**src/hdl/pmst_pkg.sv**
```systemverilog
// Shared types and constants for the Prim spanning-tree block.
// Holds the input and result word layouts and the controller/datapath
// command and status structs. No dependencies.
package pmst_pkg;

  // Command field codes of an input word
  localparam logic CMD_WRITE = 1'b0;
  localparam logic CMD_RUN   = 1'b1;

  // Width of the vertex_count register
  localparam int CFG_BITS = 6;

  // Reset value of vertex_count
  localparam logic [CFG_BITS-1:0] VCOUNT_RESET = 6'd32;

  // Input word: write an edge, or start a tree run
  typedef struct packed {
    logic        command;
    logic [4:0]  row;
    logic [4:0]  col;
    logic [15:0] weight;
  } in_word_t;

  // Result word: one tree edge per reported vertex
  typedef struct packed {
    logic [4:0]  vertex;
    logic [4:0]  parent_vertex;
    logic [15:0] edge_weight;
    logic        reachable;
    logic        last;
  } out_word_t;

  // Controller to datapath commands
  typedef struct packed {
    logic clr_step;   // write zero at the clear pointer and advance it
    logic write;      // store an edge weight from the input word
    logic run_init;   // load keys, clear tree flags, latch vertex count
    logic pick;       // take the best candidate, or set up the report
    logic scan_step;  // issue one matrix read of the relax pass
    logic emit_step;  // issue one report read
  } pmst_cmd_t;

  // Datapath to controller status
  typedef struct packed {
    logic clr_done;   // clear pointer at the last entry
    logic found;      // a candidate vertex is waiting to join the tree
    logic cnt_last;   // scan counter at vertex count minus one
  } pmst_stat_t;

endpackage

```
**src/hdl/pmst_ctrl.sv**
```systemverilog
// Controller state machine of the Prim spanning-tree block.
// Sequences the clearing pass, edge writes, relax passes and the report.
// Depends on pmst_pkg.
module pmst_ctrl (
  input  logic                clk,
  input  logic                rst_n,
  input  logic                start,
  input  logic                in_command,
  input  pmst_pkg::pmst_stat_t stat,
  output pmst_pkg::pmst_cmd_t  cmd,
  output logic                busy
);
  import pmst_pkg::*;

  localparam logic [2:0] S_CLEAR = 3'd0;
  localparam logic [2:0] S_IDLE  = 3'd1;
  localparam logic [2:0] S_PICK  = 3'd2;
  localparam logic [2:0] S_RELAX = 3'd3;
  localparam logic [2:0] S_TAIL  = 3'd4;
  localparam logic [2:0] S_EMIT  = 3'd5;

  logic [2:0] state_r;
  logic [2:0] state_nxt;

  // Next state and commands
  always_comb begin
    state_nxt = state_r;
    cmd       = '0;
    unique case (state_r)
      S_CLEAR: begin
        cmd.clr_step = 1'b1;
        if (stat.clr_done) state_nxt = S_IDLE;
      end
      S_IDLE: begin
        if (start) begin
          if (in_command == CMD_RUN) begin
            cmd.run_init = 1'b1;
            state_nxt    = S_PICK;
          end else begin
            cmd.write = 1'b1;
          end
        end
      end
      S_PICK: begin
        cmd.pick  = 1'b1;
        state_nxt = stat.found ? S_RELAX : S_EMIT;
      end
      S_RELAX: begin
        cmd.scan_step = 1'b1;
        if (stat.cnt_last) state_nxt = S_TAIL;
      end
      // last matrix word of the pass is folded in here
      S_TAIL: begin
        state_nxt = S_PICK;
      end
      S_EMIT: begin
        cmd.emit_step = 1'b1;
        if (stat.cnt_last) state_nxt = S_IDLE;
      end
      default: begin
        state_nxt = S_IDLE;
      end
    endcase
  end

  always_ff @(posedge clk) begin
    if (!rst_n) begin
      state_r <= S_CLEAR;
    end else begin
      state_r <= state_nxt;
    end
  end

  assign busy = (state_r != S_IDLE);

endmodule

```
**config.mk**
```make
export PLATFORM = sky130hd
export DESIGN_NAME = pmst_ctrl
export DESIGN_NICKNAME = d
export VERILOG_FILES = /design/src/hdl/pmst_pkg.sv /design/src/hdl/pmst_ctrl.sv
export SDC_FILE = /design/constraint.sdc
export NUM_CORES = 1
export LEC_CHECK = 0
export ABC_AREA = 1
export BUFFER_PORTS_ARGS = -buffer_cell sky130_fd_sc_hd__buf_2
export CELL_PAD_IN_SITES_DETAIL_PLACEMENT = 1
export CELL_PAD_IN_SITES_GLOBAL_PLACEMENT = 1
export CORE_AREA = 2 2 39 41
export CTS_BUF_LIST = sky130_fd_sc_hd__clkbuf_8
export DETAILED_ROUTE_END_ITERATION = 12
export DIE_AREA = 0 0 41 43
export GPL_TIMING_DRIVEN = 0
export PLACE_DENSITY_LB_ADDON = 0.1
export SYNTH_ARGS = -nofsm -noshare
export SYNTH_HDL_FRONTEND = slang
export SYNTH_SLANG_ARGS = --single-unit
export TNS_END_PERCENT = 1
```
**constraint.sdc**
```tcl
create_clock -name clk -period 2.2 [get_ports clk]
set_input_delay 0.22 -clock clk [delete_from_list [all_inputs] [get_ports clk]]
set_output_delay 0.22 -clock clk [all_outputs]
set_load 0.02 [all_outputs]
```
After elaboration in Yosys (flattened, before gate mapping)
Index checks and enable logic that the tools add are counted.
Word-level totals
  bits in read-only memories: 0
  input bits: 7
  latch bits: 0
  register bits: 3
  RAM bits: 0
  word-level logic and storage cells: 29
  memories: 0
Operators by class
  add/subtract/negate cells: 0
  divide/modulo/power cells: 0
  shift operators: 0
  equal/unequal tests: 11
  order comparisons: 0
  bitwise gates (word level): 0
  reductions and logical operators: 2
  multiplexer cells: 15
  multiply operators: 0
Operators with widths (count)
  $mux 3: 6
  $pmux 3 s6: 1
  $ne 2x2->1 const B: 5
  $eq 3x2->1 const B: 2
  $eq 3x3->1 const B: 2
  $mux 1: 6
  $reduce_and 5->1: 1
  $mux 2: 2
  $eq 3x1->1 const B: 1
  $logic_not 3->1: 1
  $ne 3x1->1 const B: 1

Longest topological paths before layout
Gate-level depths: netlist of the first run.
  depth after elaboration: 3
  depth in mapped cells: 9
  mapped depth without buffers: 9

Worst setup path after synthesis of the first run
No wires, ideal clock.
  path kind: flip-flop to output port
  start point: register state_r[2]
  end point: output port cmd[4] (netlist bit)
  path buffers: 0
  slack: 0.810 ns
  data arrival time: 1.170 ns
  data required time: 1.980 ns
  stages on the path, launching flop included: 4
  path through: dfxtp_1 -> inv_2 -> nand3_2 -> nor3b_1
RTL lines
  start: declaration: line pmst_ctrl.sv:22  | logic [2:0] state_r;
  start signal: assignment: line pmst_ctrl.sv:70  | state_r <= state_nxt;
  end: declaration: line pmst_ctrl.sv:10  | output pmst_pkg::pmst_cmd_t cmd,

==> impl_metrics.toml, run 1 <==
[pwr]
intPower_mw = 0.340
p_per_area_mw_per_mm2 = 1580
switchingPower_mw = 0.306
leakage_nw = 0.262
p_sw_share_pct = 47.4
peakVddDrop_uv = 602
total_power_mw = 0.646
pwr-share-clk_pct = 23.7
power_frac_comb_pct = 59.3
seq_power_share_pct = 16.9

[setup_path]
r2r_slack_ns = 1.02
r2r_end = "state_r[0]$_SDFFE_PN0P_"
cp_max_fo = 6
rr_worst_depth = 9
worst_ep_arrival_time_ns = 1.16
worst_ep_required_time_ns = 1.98
path_class = "register to output port"
regToRegStartpoint = "state_r[1]$_SDFFE_PN0P_"
end_kind = "output port"
critPathLaunchType = "register"

[floorplanning]
die_w_microns = 41
coreArea_sq_mm = 0.00138
dieArea_sq_mm = 0.00176
row_count = 14
start_util_pct = 20.1
pin_count = 14
die_h_microns = 43

[final_layout]
post-route-util_pct = 29.5
final_area_sq_um = 408
largest_reg_flops = 3
fin_nets = 73
largestRegisters = "state_r (3)"
num_antenna_cells = 0
syn_to_final_growth_pct = 46.8
drive_gt1_share_pct = 38.5
top_register = "state_r"

[clocking]
cts-resized-gates = 0
cts_hold_buf = 0
clk_latency_ns = 0.21
clockBufferDepth = 2
postCtsSetupBuffers = 0
cts_tree = "built"
cts_root_buffer = "clkbuf_8"
clkSlewWorstSetupHoldPaths_ns = 0.03
cts_num_sinks = 3
numCtsBuffers = 3
htreeDepth = 1

[sta]
finalHoldViolCount = 0
slew_violations = 0
fin_crit_ns = 1.38
slew_headroom_pct = 83.6
max_freq_mhz = 727
rsz0062_at_grt = "false"
final.setup.tns_ns = 0
setup_viol = 0
setup_slack_ns = 0.824
finalCritPeriodShare_pct = 62.6
finClkSkew_ns = 0.000792
tightest_slew_ns = 0.245

[routing]
dr.pass1.iters = 3
met2_length_microns = 317
maxUsedRoutingLayer = "met3"
routed_via_density = 4.07
vias = 330
met3_length_microns = 44
routed_wl_microns = 704
drc = 0
wire_per_inst_microns = 8.69
m1WireLength_microns = 342
drt_iter0_drc = 7
ant_nets = 0

[place]
numPortBuffers = 13
place_area_sq_um = 363
preCtsSetupSlack_ns = 1.00
dp_hpwl_microns = 587
place.gp.congestion = 0.630

[global_route]
grt_pass1_wl_mm = 1.28
grt_pass1_vias = 340
grt-ovfl-total = 0
grt_usage_pct = 10.1
grt_max_degree = 9
antenna_found_initial = 0

[worst_hold_path]
hp-start = "rst_n"
whs_endpoint = "state_r[1]$_SDFFE_PN0P_"
hp-class = "primary input to register"
hold_depth = 3

[synth]
synth_top_cell_by_area = "dfxtp_1"
synth_flop_cell = "dfxtp_1"
synth-seq-cells = 3
yosysTopAreaCellShare_pct = 21.6
synthArstFlopShare_pct = 0
synth_edf_count = 0
ys_types = 16
synth_area_leaders = "dfxtp_1, nand2_1, inv_1, nor2_1, nand3_1"
yosysMostFrequentCell = "nand2_1"
ys_seq_area_share_pct = 21.6
syn_area_sq_um = 278
synth_nets = 55
synth_area_per_cell_sq_um = 5.79
synth_common_cells = "nand2_1, inv_1, nor2_1"
ys_warn_count = 0
syn_inst = 48

[status]
status = "completed"

[job]
drv_cap = 0
-- cell type report --
| class | instances | area [sq um] |
|---|---|---|
| Fill cell | 194 | 976 |
| Multi-Input combinational cell | 32 | 161 |
| Timing Repair Buffer | 13 | 65.1 |
| Sequential cell | 3 | 60.1 |
| Inverter | 12 | 45.0 |
| Clock buffer | 3 | 41.3 |
| Tap cell | 16 | 20.0 |
| Buffer | 1 | 11.3 |
| Clock inverter | 1 | 3.75 |
-- cells by family after synthesis --
kind of cell	share of synthesized area [%]
flip-flops	21.6
AO/OA/AOI/OAI	4.50
buffers and inverters	20.3
AND/OR/NAND/NOR	53.6
-- how the worst max path moves through the flow --
stage | endpoint | depth (start not counted) | slack (ns) | startpoint
after global routing | cmd[4] | 4 | 0.69 | state_r[2]$_SDFFE_PN0P_
final | cmd[4] | 4 | 0.82 | state_r[2]$_SDFFE_PN0P_
after floorplan | cmd[4] | 3 | 0.81 | state_r[2]$_SDFFE_PN0P_
after CTS | cmd[4] | 4 | 0.80 | state_r[2]$_SDFFE_PN0P_
after global placement | state_r[0]$_SDFFE_PN0P_ | 9 | 0.98 | state_r[1]$_SDFFE_PN0P_
after detailed placement | state_r[0]$_SDFFE_PN0P_ | 9 | 1.00 | state_r[1]$_SDFFE_PN0P_
-- layer usage --
layer	vias up	GRT usage [%]
met2	10	15.6
met3	0	0
li1	180	-
met4	0	6.00
met5	-	0
met1	140	13.5
-- worst max-delay path: stages, from the launching register on --
cell and delay, ns:
dfxtp_1 0.34, inv_2 0.12, nand3_2 0.11, nor3b_1 0.17, buf_2 0.19
-- power by group through the flow --
stage / registers [mW] / clock network [mW] / logic (mW)
after floorplan: 0.104 / 0 / 0.299
after global placement: 0.112 / 0 / 0.392
after detailed placement: 0.110 / 0 / 0.389
after CTS: 0.110 / 0.160 / 0.390
after global routing: 0.114 / 0.162 / 0.446
final: 0.109 / 0.153 / 0.384
-- cells in the final DEF, fill, tap and decap left out --
cell	instances
buf_2	13
nand2_1	9
inv_1	9
nor2_1	8
nand3_1	5
inv_2	4
clkbuf_8	3
dfxtp_1	3
nand2_2	2
buf_6	1
nand3_2	1
nor3b_1	1
nor3_1	1
nand4_1	1
nand3b_1	1
nor2_4	1
o211ai_1	1
o21ai_0	1
-- through the flow --
step	hold slack (ns)	std cells
after detailed placement	0.484	77
after floorplan	0.341	48
after CTS	0.257	81
after global placement	0.485	77
final	0.258	81
after global routing	0.276	81
Note: power is estimated with default switching activity, not from simulation.
==> run 2, diff against run 1 <==
==> constraint.sdc (replaced) <==
create_clock -name clk -period 1.2 [get_ports clk]
set_input_delay 0.12 -clock clk [delete_from_list [all_inputs] [get_ports clk]]
set_output_delay 0.12 -clock clk [all_outputs]
set_load 0.02 [all_outputs]
==> impl_metrics.toml, run 2 (synthesis results as in run 1) <==
[floorplanning]
row_count = 14
start_util_pct = 20.1
coreArea_sq_mm = 0.00138
die_h_microns = 43
dieArea_sq_mm = 0.00176
die_w_microns = 41
pin_count = 14

[worst_hold_path]
hold_depth = 3
whs_endpoint = "state_r[2]$_SDFFE_PN0P_"
hp-class = "primary input to register"
hp-start = "rst_n"

[final_layout]
seq_area_sq_um = 68.8
fin_nets = 75
top_register = "state_r"
final_area_sq_um = 454
multi_input_area_sq_um = 174
syn_to_final_growth_pct = 63.5
layout.cells.most_common_list = "buf_2, nand2_1, inv_1, nor2_1, nand3_1"
layout_commonest_cell = "buf_2"
largestRegisters = "state_r (3)"
largest_reg_flops = 3
post-route-util_pct = 32.8
drive_gt1_share_pct = 46.3
num_antenna_cells = 0
fillers = 190

[clocking]
clockBufferDepth = 2
clk_latency_ns = 0.22
clkSlewWorstSetupHoldPaths_ns = 0.03
numCtsBuffers = 3
cts_num_sinks = 3
htreeDepth = 1
cts_tree = "built"
cts_root_buffer = "clkbuf_8"

[sta]
final.setup.tns_ns = 0
slew_headroom_pct = 88.1
finalCritPeriodShare_pct = 98.8
tightest_slew_ns = 0.176
setup_viol = 0
rsz0062_at_grt = "true"
fin_crit_ns = 1.19
holdWs_ns = 0.149
max_freq_mhz = 844
slew_violations = 0
setup_slack_ns = 0.0148
finClkSkew_ns = 0.00204
finalHoldViolCount = 0

[place]
place.gp.congestion = 0.666
numPortBuffers = 13
preCtsSetupSlack_ns = -0.0173
place_area_sq_um = 368
dp_hpwl_microns = 604

[setup_path]
regToRegStartpoint = "state_r[0]$_SDFFE_PN0P_"
worst_ep_required_time_ns = 1.08
critPathLaunchType = "register"
path_class = "register to output port"
r2r_end = "state_r[1]$_SDFFE_PN0P_"
cp-startpoint = "state_r[2]$_SDFFE_PN0P_"
cp_max_fo = 6
r2r_slack_ns = 0.09
rr_worst_depth = 8
worst_ep_arrival_time_ns = 1.07
end_kind = "output port"
crit_chain = "inv_6, nand3_4, nor3b_2, buf_4"
cpPeakStageDelay_ns = 0.36
crit_path_top_delay_cell = "dfxtp_4"

[pwr]
p_sw_share_pct = 46.5
seq_power_share_pct = 18.3
power_frac_comb_pct = 59.9
peakVddDrop_uv = 1140
intPower_mw = 0.698
leakage_nw = 0.277
switchingPower_mw = 0.608
p_per_area_mw_per_mm2 = 2880
pwr-share-clk_pct = 21.8

[global_route]
antenna_found_initial = 0
grt_usage_pct = 10.2
grt_pass1_wl_mm = 1.15
grt-ovfl-total = 0
grt_pass1_vias = 278
grt_max_degree = 9

[job]
drv_cap = 0

[routing]
routed_via_density = 4.29
drc = 0
ant_nets = 0
drt_iter0_drc = 0
routed_wl_microns = 749
vias = 356
wire_per_inst_microns = 9.02
dr.pass1.iters = 1

[status]
status = "completed"
run 2: changes by cell type in the layout (fill, tap and decap cells not counted), sizes merged:
cell  before  now
buf       14   16
run 2: what timing repair did:
action	in CTS	in global routing
setup buffers	0	2
endpoints found under the setup margin	4	4
hold buffers	0	0
pin swaps	0	3
endpoints found under the hold margin	0	0
resized for setup	5	5
run 2: layer usage:
layer	global-route usage, %	wire [microns]
met1	11.8	331
met3	1.57	43
met2	15.6	352
met4	8.00	21
met5	0	0
run 2: critical path, delay by kind of cell, from the launching register on:
kind / cells / cell delay, ns
simple gates: 2 / 0.25
flops: 1 / 0.36
buf+inv: 2 / 0.24
run 2: area by class of cell:
type	instances	share of cell area, %
well taps	16	4.41
plain buffers	1	2.48
repair buffers	15	18.2
clock inverters	1	0.826
flip-flops and latches	3	15.2
inverters	12	11.6
multi-input cells	32	38.3
clock buffers	3	9.09
run 2: worst max-delay path by stage:
stage,endpoint
after global routing,cmd[4]
after floorplan,cmd[4]
final,cmd[4]
after global placement,state_r[0]$_SDFFE_PN0P_
after detailed placement,state_r[0]$_SDFFE_PN0P_
after CTS,cmd[4]
run 2: stage by stage:
stage | power (mW) | cells
detailed placement | 0.927 | 77
global route | 1.44 | 83
global placement | 0.927 | 77
finish | 1.31 | 83
CTS | 1.27 | 81
floorplan | 0.743 | 48
run 2: power by group through the flow:
stage / clock network (mW) / registers [mW] / logic [mW]
finish: 0.285 / 0.239 / 0.782
global route: 0.301 / 0.247 / 0.888
CTS: 0.298 / 0.220 / 0.754
detailed placement: 0 / 0.209 / 0.719
global placement: 0 / 0.210 / 0.717
floorplan: 0 / 0.191 / 0.552
==> run 3, diff against run 2 <==
--- a/config.mk
+++ b/config.mk
@@ -13,8 +13,7 @@
 export CTS_BUF_LIST = sky130_fd_sc_hd__clkbuf_8
 export DETAILED_ROUTE_END_ITERATION = 12
 export DIE_AREA = 0 0 41 43
-export GPL_TIMING_DRIVEN = 0
-export PLACE_DENSITY_LB_ADDON = 0.1
+export PLACE_DENSITY = 0.69
 export SYNTH_ARGS = -nofsm -noshare
 export SYNTH_HDL_FRONTEND = slang
 export SYNTH_SLANG_ARGS = --single-unit
==> impl_metrics.toml, run 3 (synthesis results as in run 1) <==
[global_route]
antenna_found_initial = 0
grt_pass1_wl_mm = 1.22
grt_pass1_vias = 329
grt-ovfl-total = 0
grt_usage_pct = 10.1
grt_max_degree = 9

[place]
dp_hpwl_microns = 640
place_inst = 78
numPortBuffers = 13
place.gp.congestion = 0.730

[sta]
finClkSkew_ns = 0.00176
slew_headroom_pct = 88.8
fin_crit_ns = 1.18
max_freq_mhz = 847
finalHoldViolCount = 0
slew_violations = 0
setup_viol = 0
rsz0062_at_grt = "true"
finalCritPeriodShare_pct = 98.4
tightest_slew_ns = 0.166

[floorplanning]
die_h_microns = 43
die_w_microns = 41
row_count = 14
coreArea_sq_mm = 0.00138
start_util_pct = 20.1
pin_count = 14
dieArea_sq_mm = 0.00176

[clocking]
htreeDepth = 1
clk_latency_ns = 0.21
clkSlewWorstSetupHoldPaths_ns = 0.03
numCtsBuffers = 3
cts_root_buffer = "clkbuf_8"
clockBufferDepth = 2
cts_tree = "built"
cts_num_sinks = 3

[final_layout]
num_antenna_cells = 0
largest_reg_flops = 3
largestRegisters = "state_r (3)"
layout.cells.non_filler = 88
layout_commonest_cell = "buf_2"
top_register = "state_r"
fin_nets = 80
multi_input_area_sq_um = 174
fillers = 183
syn_to_final_growth_pct = 75.7
layout.cells.most_common_list = "buf_2, nand2_1, inv_1, buf_4, nor2_1"
drive_gt1_share_pct = 50.0
seq_area_sq_um = 71.3

[routing]
drc = 0
drt_iter0_drc = 2
vias = 386
dr.pass1.iters = 4
routed_wl_microns = 927
ant_nets = 0
wire_per_inst_microns = 10.5
routed_via_density = 4.39

[worst_hold_path]
hp-class = "primary input to register"

[setup_path]
worst_ep_required_time_ns = 1.08
path_class = "register to output port"
end_kind = "output port"
cp_max_fo = 5
worst_ep_arrival_time_ns = 1.06
critPathLaunchType = "register"

[pwr]
leakage_nw = 0.298
total_power_mw = 1.41
peakVddDrop_uv = 640
p_per_area_mw_per_mm2 = 2890

[job]
drv_cap = 0

[status]
status = "completed"
run 3: changes by cell type in the layout (fill, tap and decap cells not counted):
cell / change
dfxtp_2: -1
inv_6: -1
buf_4: +6
inv_4: +1
dfxtp_4: +1
buf_6: -1
run 3: layout make-up:
cell class | count | area share (%)
clock buffers | 3 | 8.46
flip-flops and latches | 3 | 14.6
repair buffers | 21 | 26.2
multi-input cells | 32 | 35.6
clock inverters | 1 | 0.769
inverters | 12 | 10.3
well taps | 16 | 4.10
run 3: power breakdown:
group | switching [mW] | internal, mW
Sequential | 0.0824 | 0.174
Clock | 0.0594 | 0.217
Combinational | 0.493 | 0.386
run 3: critical path: stages, from the launching register on:
cell and delay (ns):
dfxtp_4 0.35, inv_4 0.08, nand3_4 0.08, nor3b_2 0.18, buf_4 0.16
run 3: timing repair:
item                       CTS  global route
hold buffers                 0             0
gates resized for setup      4             6
setup endpoints to repair    3             6
buffers inserted             2             4
pin swaps                    0             2
gates cloned                 0             0
run 3: metrics by stage:
step / setup TNS (ns) / worst slack [ns] / hold WS [ns] / utilization, % / cell area, sq um
2_1_floorplan: 0 / 0.0997 / 0.241 / - / 283
3_3_place_gp: 0 / 0.0397 / 0.383 / 26.9 / 372
3_5_place_dp: 0 / 0.0437 / 0.382 / 26.9 / 372
4_1_cts: 0 / 0.00272 / 0.153 / 32.1 / 444
5_1_grt: -0.173 / -0.0632 / 0.166 / 35.3 / 488
6_report: 0 / 0.0192 / 0.150 / 35.3 / 488
run 3: worst paths after layout:
path / start / to / slack, ns / cells past startpoint
setup / recovery: state_r[2]$_SDFFE_PN0P_ / cmd[4] / 0.02 / 4
hold / removal: rst_n / state_r[1]$_SDFFE_PN0P_ / 0.15 / 3
setup reg to reg: state_r[1]$_SDFFE_PN0P_ / state_r[0]$_SDFFE_PN0P_ / 0.03 / 9
hold reg to reg: state_r[1]$_SDFFE_PN0P_ / state_r[1]$_SDFFE_PN0P_ / 0.62 / 3
run 3: routing by layer:
layer | global-route usage [%] | share of wire, %
met4 | 4.00 | 0
met2 | 17.2 | 55
met1 | 10.9 | 37
met3 | 3.14 | 7.7
met5 | 0 | 0
